==> config.mk <==
export PLATFORM = sky130hd
export DESIGN_NAME = pfn_qmul
export DESIGN_NICKNAME = d
export VERILOG_FILES = /design/src/design/pfn_pkg.sv /design/src/design/pfn_qmul.sv
export SDC_FILE = /design/constraint.sdc
export NUM_CORES = 2
export LEC_CHECK = 0
export ABC_AREA = 1
export BUFFER_PORTS_ARGS = -buffer_cell sky130_fd_sc_hd__buf_2
export CAP_MARGIN = 10
export CORE_MARGIN = 2
export CORE_UTILIZATION = 67
export DETAILED_ROUTE_END_ITERATION = 8
export HOLD_SLACK_MARGIN = 0.15
export PLACE_DENSITY = 0.92
export SLEW_MARGIN = 40
export SYNTH_ARGS = -nofsm -noshare
export SYNTH_HDL_FRONTEND = slang
export SYNTH_SLANG_ARGS = --single-unit
export TNS_END_PERCENT = 20
==> constraint.sdc <==
create_clock -name aclk -period 8.8 [get_ports aclk]
set_input_delay 0.44 -clock aclk [delete_from_list [all_inputs] [get_ports aclk]]
set_output_delay 0.44 -clock aclk [all_outputs]
set_load 0.02 [all_outputs]
==> src/design/pfn_pkg.sv <==
// Package for the phase-field node update pipeline.
// Holds the fixed-point widths, limits and the clamp functions.
// No dependencies.
package pfn_pkg;

    localparam int FRAC_BITS     = 16;
    localparam int INT_W         = 39;
    localparam int CALC_W        = 64;
    localparam int PHI_WIDTH_DEF = 18;
    localparam int CFG_W         = 24;
    localparam int STEP_W        = 24;
    localparam int INV_W         = 24;
    localparam int DF_W          = 21;
    localparam int ENERGY_W      = 32;

    localparam logic signed [CALC_W-1:0] LIM  = 64'sd274877906943;
    localparam logic signed [CALC_W-1:0] ONE  = 64'sd65536;
    localparam logic signed [CALC_W-1:0] EMAX = 64'sd2147483647;
    localparam logic signed [CALC_W-1:0] EMIN = -64'sd2147483648;

    function automatic logic signed [INT_W-1:0] sat_lim(input logic signed [CALC_W-1:0] x);
        logic signed [INT_W-1:0] r;
        if (x > LIM) begin
            r = INT_W'(LIM);
        end else if (x < -LIM) begin
            r = INT_W'(-LIM);
        end else begin
            r = INT_W'(x);
        end
        return r;
    endfunction

    function automatic logic over_lim(input logic signed [CALC_W-1:0] x);
        return (x > LIM) || (x < -LIM);
    endfunction

endpackage

==> src/design/pfn_qmul.sv <==
// Two-stage Q16 fractional multiplier: floor(a*b / 2^16), clamped.
// One operand is split in two halves to keep each partial product narrow.
// Depends on pfn_pkg.
module pfn_qmul (
    input  logic                            aclk,
    input  logic                            en,
    input  logic signed [pfn_pkg::INT_W-1:0] a,
    input  logic signed [pfn_pkg::INT_W-1:0] b,
    output logic signed [pfn_pkg::INT_W-1:0] p,
    output logic                            clip
);

    localparam int IW = pfn_pkg::INT_W;
    localparam int CW = pfn_pkg::CALC_W;
    localparam int LW = IW / 2;
    localparam int HW = IW - LW;
    localparam int FW = 2 * IW;

    logic signed [HW-1:0]      a_hi;
    logic signed [LW:0]        a_lo;
    logic signed [HW+IW-1:0]   prod_hi_reg;
    logic signed [LW+IW:0]     prod_lo_reg;
    logic signed [FW-1:0]      full;
    logic signed [CW-1:0]      shifted;
    logic signed [IW-1:0]      p_reg;
    logic                      clip_reg;

    assign a_hi = a[IW-1:LW];
    assign a_lo = {1'b0, a[LW-1:0]};

    assign full    = (FW'(prod_hi_reg) <<< LW) + FW'(prod_lo_reg);
    assign shifted = CW'(full >>> pfn_pkg::FRAC_BITS);

    always_ff @(posedge aclk) begin
        if (en) begin
            prod_hi_reg <= a_hi * b;
            prod_lo_reg <= a_lo * b;
            p_reg       <= pfn_pkg::sat_lim(shifted);
            clip_reg    <= pfn_pkg::over_lim(shifted);
        end
    end

    assign p    = p_reg;
    assign clip = clip_reg;

endmodule

After elaboration in Yosys (flattened, before gate mapping)
Cells that the tools add are included.

cells by class
  add/subtract/negate cells = 1
  multiply operators = 2
  $lt $le $gt $ge = 2
  muxes and demuxes = 1
  reduce and logical (&&, ||, !) cells = 2

operators by type and width
  kind                                                              count
  multiplier 20 x 39 -> 59 bit                                      2
  adder 78 x 59 -> 78 bit                                           1
  greater-than comparator 62 x 39 -> 1 bit (second input constant)  1
  less-than comparator 62 x 39 -> 1 bit (second input constant)     1
  2-to-1 mux 39 bit                                                 1
  OR reduction 2 bit                                                1
  logical OR 1 bit                                                  1

word-level totals
  register bits = 158
  output and inout bits = 40
  logic and storage cells = 13

Depth between registers and ports, before layout
  depth in word-level cells = 3
  gate-level depth with buffers = 31

Worst setup path after synthesis
Ideal clock, no wire load.

  path kind = in2reg
  start = input port b[38] in the netlist's numbering
  end = register prod_hi_reg[57], data pin
  setup time = 0.265 ns
  arrival = 6.595 ns
  path slack = 1.941 ns
  cell stages on the path = 23
  cell sequence = clkbuf_1 > clkbuf_1 > nand2_1 > inv_1 > fa_1 > fa_1 > fa_1 > inv_1 > fa_1 > inv_1 > fa_1 > fa_1 > inv_1 > fa_1 > inv_1 > ha_1 > a21oi_1 > inv_1 > a21oi_1 > o21ai_0 > a2111oi_0 > o211ai_1 > xor2_1

on the way
  longest elaborated chain between the ends = 1

ends and longest elaborated chain
  what                          RTL line        RTL
  from (decl)                   pfn_qmul.sv:8   input logic signed [pfn_pkg::INT_W-1:0] b,
  multiplier 20 x 39 -> 59 bit  pfn_qmul.sv:36  prod_hi_reg <= a_hi * b;
  to (signal assigned)          pfn_qmul.sv:36
  to (decl)                     pfn_qmul.sv:21  logic signed [HW+IW-1:0] prod_hi_reg;

Every way passes these cells.
A chain may end at the register's enable or synchronous reset.

Final worst setup path
  start = input port a[7] in the netlist's numbering
  end = register prod_lo_reg[52], data pin

on the way
  longest elaborated chain between the ends = 1

ends and longest elaborated chain
  what                          RTL line        RTL
  from (decl)                   pfn_qmul.sv:7   input logic signed [pfn_pkg::INT_W-1:0] a,
  multiplier 20 x 39 -> 59 bit  pfn_qmul.sv:37  prod_lo_reg <= a_lo * b;
  to (signal assigned)          pfn_qmul.sv:37
  to (decl)                     pfn_qmul.sv:22  logic signed [LW+IW:0] prod_lo_reg;

Every way passes these cells.

==> impl_results.md <==
* Class of the most critical hold timing path: in -> reg
* Remaining Overflow, GRT at 0
* Via-per-instance ratio at 5.69
* Max-capacitance violation count at 0
* Origin of the worst min-delay path: en
* Global-route wire length before repair at between 300,000 and 400,000 um
* Later-pin clock latency in the skew report at around 0.44 ns
* R2R Path End: p[37]
* Floorplan die height at 313 um
* Met2 Use GR at between 60% and 70%
* Drc violations at 0
* Syn-to-layout area delta at 4.01%
* Die area at 97,900 um^2
* Number of iterations in the first detailed-routing pass at 9
* Post-cts hold buffer count at 0
* Arrival time worst endpoint at a little over 8 ns
* Routed wirelength normalized by instance count at roughly 21 um
* Timing startpoint of the critical path: a[7]
* Number of global-route vias before repair at 57,219
* Number of setup buffers added after CTS at 0
* Setup WS pre-CTS at 0.506 ns
* Total clock buffers created by CTS at 17
* Count of buffers from port buffering at 119
* Setup Total Neg Slack at 0 ns
* Final std cells w/o fill at about 9,500
* Number of gates resized after cts at 0
* Syn Inst Count at roughly 8,300
* Total Routed Length at 197,000 um
* Antenna violation net count after detailed routing at 0
* Result of the run: complete, no violations
* Met3 demand-to-capacity share in global routing at 14.3%
* RSZ-0062 raised after global routing: no
* Initial core utilization at 67.5%
* Final Hold Fails at 0
* Maximum number of buffers from clock root to sink at 2
* Final setup viols at 0
* Netlist area before placement at 63,900 um^2
* Source of the worst register-to-register timing path: prod_lo_reg[19]
* Share of synthesized area occupied by flip-flops and latches at around 6.7%
* Maximum number of pins on one net before global-route repair at 79
* Number of sinks driven by the clock tree at 142
* Met1 global-route usage at 54.7%
* Fraction of final layout cells sized beyond drive strength 1 at 3.64%
* Net count, final at 10,111
* Remaining max-slew budget at the tightest pin at between 30% and 40%
* Flip-flop count of the largest register, all copies and words added at 59
* Final critical delay including setup and external delays at 8.09 ns
* Number of slew-limit violations in the final report at 0
* Worst Reg-to-Reg Cells at 17
* Total placed cells including tap cells at 9,442
* Syn Nets at 10,176
* Width of the die at roughly 310 um
* Layer with the highest usage after global routing: met2
* Worst-margin pin slew at between 0.9 and 1 ns
* Initial detailed-routing violation count at 6,210
* GPL Wtd Cong at 1.03
* Startpoint class of the critical path: input port
* Clock tree root driver cell: sky130_fd_sc_hd__clkbuf_16
* Register clock-pin slew on the reported worst setup and hold paths at 0.06 ns
* Worst reg-to-reg setup slack at ~4.6 ns
* Endpoint of the worst hold-timing path: p[38]
* Element type at the critical path end: register
* Clock Skew at 0.0128 ns
* Distinct cells, synth at 46
* Period utilisation layout at 92.0%
* Count of standard-cell rows at 113
* Number of H-tree levels at 4
* Register bit count reported by yosys at 142
* Depth of the worst hold-timing path at 1
* GR Util All Layers at 41.3%
* Setup WS post-layout at roughly 0.71 ns
* Number of vias after detailed routing at roughly 54,000
* Data required time at the worst endpoint at approximately 9.0 ns
* Total of warnings raised by yosys at 0
* Core ar. at between 90,000 and 100,000 um^2
* Syn_area_per_cell at 7.74 um^2
* Clock tree from TritonCTS: built
* Total half-perimeter wirelength after legalization and detailed placement at 162,000 um
* Largest fanout on the critical path at 21
* Critical path class: in -> reg
* Top-Level Pins at 120
* Number of antenna violations at the first check in global routing at 5
* Peak clock frequency supported by timing at 124 MHz
cells in the mapped netlist (all sizes together):
master,number,area share (%)
inv,2579,15
nand2,2278,13
fa,1484,46
ha,349,6.8
nor2,329,2.0
clkbuf,263,1.5
a21oi,194,1.5
edfxtp,142,6.7
nand3,116,0.93
o21ai,101,0.79
xor2,87,1.2
buf,57,0.38
xnor2,49,0.67
nand4,38,0.37
nor3,26,0.21
a21o,24,0.28
a31oi,23,0.23
o21bai,23,0.27
o21a,19,0.22
nand3b,15,0.18
a21boi,14,0.16
nor4,13,0.13
or2,8,0.078
o211ai,7,0.082
and3,5,0.049
a211oi,3,0.035
and2,3,0.029
o221ai,3,0.041
o31ai,3,0.035
a221oi,2,0.027
o2111ai,2,0.027
a2111oi,1,0.014
a31o,1,0.014
a41oi,1,0.014
o211a,1,0.016
cell type report:
cell class | instances | area [um^2]
Multi-Input combinational cell | 5222 | 48800
Timing Repair Buffer | 236 | 1630
Antenna cell | 2 | 5.00
Inverter | 2579 | 9680
Tap cell | 1265 | 1580
Clock buffer | 18 | 429
Fill cell | 7217 | 28200
Sequential cell | 142 | 4260
Clock inverter | 14 | 148
metrics by stage:
| step | instance area, um^2 | hold slack [ns] | util, % |
|---|---|---|---|
| 4_1_cts | 66400 | 0.515 | 70.1 |
| 5_1_grt | 66500 | 0.524 | 70.2 |
| 2_1_floorplan | 63900 | 0.513 | - |
| 3_3_place_gp | 65800 | 0.577 | 69.5 |
| 3_5_place_dp | 65900 | 0.582 | 69.5 |
| 6_report | 66500 | 0.519 | 70.2 |
cell families (layout without fill, tap and decap cells):
logic type	count (synthesis)	count (layout)	synth area share, %
fa+ha+maj	1833	1833	53.3
buf+inv	2899	2847	17.1
flops	142	142	6.67
simple gates	2831	2831	17.3
other cells	0	2	0
compound gates	422	422	3.78
xor+xnor	136	136	1.86
worst max-delay path: stages:
cell	delay [ns]
sky130_fd_sc_hd__buf_2	0.54
sky130_fd_sc_hd__buf_4	0.41
sky130_fd_sc_hd__nand2_1	0.11
sky130_fd_sc_hd__fa_1	0.52
sky130_fd_sc_hd__inv_1	0.05
sky130_fd_sc_hd__fa_1	0.56
sky130_fd_sc_hd__inv_1	0.07
sky130_fd_sc_hd__fa_1	0.51
sky130_fd_sc_hd__inv_1	0.06
sky130_fd_sc_hd__fa_1	0.49
sky130_fd_sc_hd__fa_1	0.50
sky130_fd_sc_hd__fa_1	0.49
sky130_fd_sc_hd__inv_1	0.05
sky130_fd_sc_hd__fa_1	0.49
sky130_fd_sc_hd__inv_1	0.09
sky130_fd_sc_hd__ha_1	0.38
sky130_fd_sc_hd__a21oi_1	0.30
sky130_fd_sc_hd__o21a_1	0.15
sky130_fd_sc_hd__inv_1	0.08
sky130_fd_sc_hd__a21boi_0	0.46
sky130_fd_sc_hd__nor3_1	0.09
sky130_fd_sc_hd__nor3_1	0.39
sky130_fd_sc_hd__nand3_1	0.34
sky130_fd_sc_hd__a21o_1	0.28
sky130_fd_sc_hd__and2_1	0.15
sky130_fd_sc_hd__o21bai_1	0.12
sky130_fd_sc_hd__nand2_1	0.12
layout by cell type, fill, tap and decap left out, types with 23 or more instances in the layout:
| cell type | count |
|---|---|
| sky130_fd_sc_hd__nor3_1 | 25 |
| sky130_fd_sc_hd__a21oi_1 | 194 |
| sky130_fd_sc_hd__a21o_1 | 24 |
| sky130_fd_sc_hd__fa_1 | 1483 |
| sky130_fd_sc_hd__o21bai_1 | 23 |
| sky130_fd_sc_hd__a31oi_1 | 23 |
| sky130_fd_sc_hd__o21ai_0 | 99 |
| sky130_fd_sc_hd__nand3_1 | 113 |
| sky130_fd_sc_hd__xor2_1 | 87 |
| sky130_fd_sc_hd__xnor2_1 | 49 |
| sky130_fd_sc_hd__buf_4 | 122 |
| sky130_fd_sc_hd__inv_1 | 2574 |
| sky130_fd_sc_hd__nand4_1 | 38 |
| sky130_fd_sc_hd__nor2_1 | 319 |
| sky130_fd_sc_hd__ha_1 | 349 |
| sky130_fd_sc_hd__buf_2 | 104 |
| sky130_fd_sc_hd__edfxtp_1 | 142 |
| sky130_fd_sc_hd__nand2_1 | 2275 |
metal layers:
layer	wire length (um)	share of wire, %
met1	71000	36
met5	28	0.014
met4	13400	6.8
met2	82400	42
met3	30600	15
worst max path at each step:
stage	slack, ns	cells past startpoint	to
final	0.71	27	prod_lo_reg[52]
after global routing	0.62	27	prod_lo_reg[52]
after CTS	0.94	27	prod_lo_reg[52]
after detailed placement	0.51	27	prod_lo_reg[52]
after global placement	0.54	26	prod_lo_reg[52]
after floorplan	1.94	23	prod_hi_reg[57]
Power is left out: the tool's default activity adds up to more than one toggle a clock period on the data nets, which glitch-free logic cannot reach.
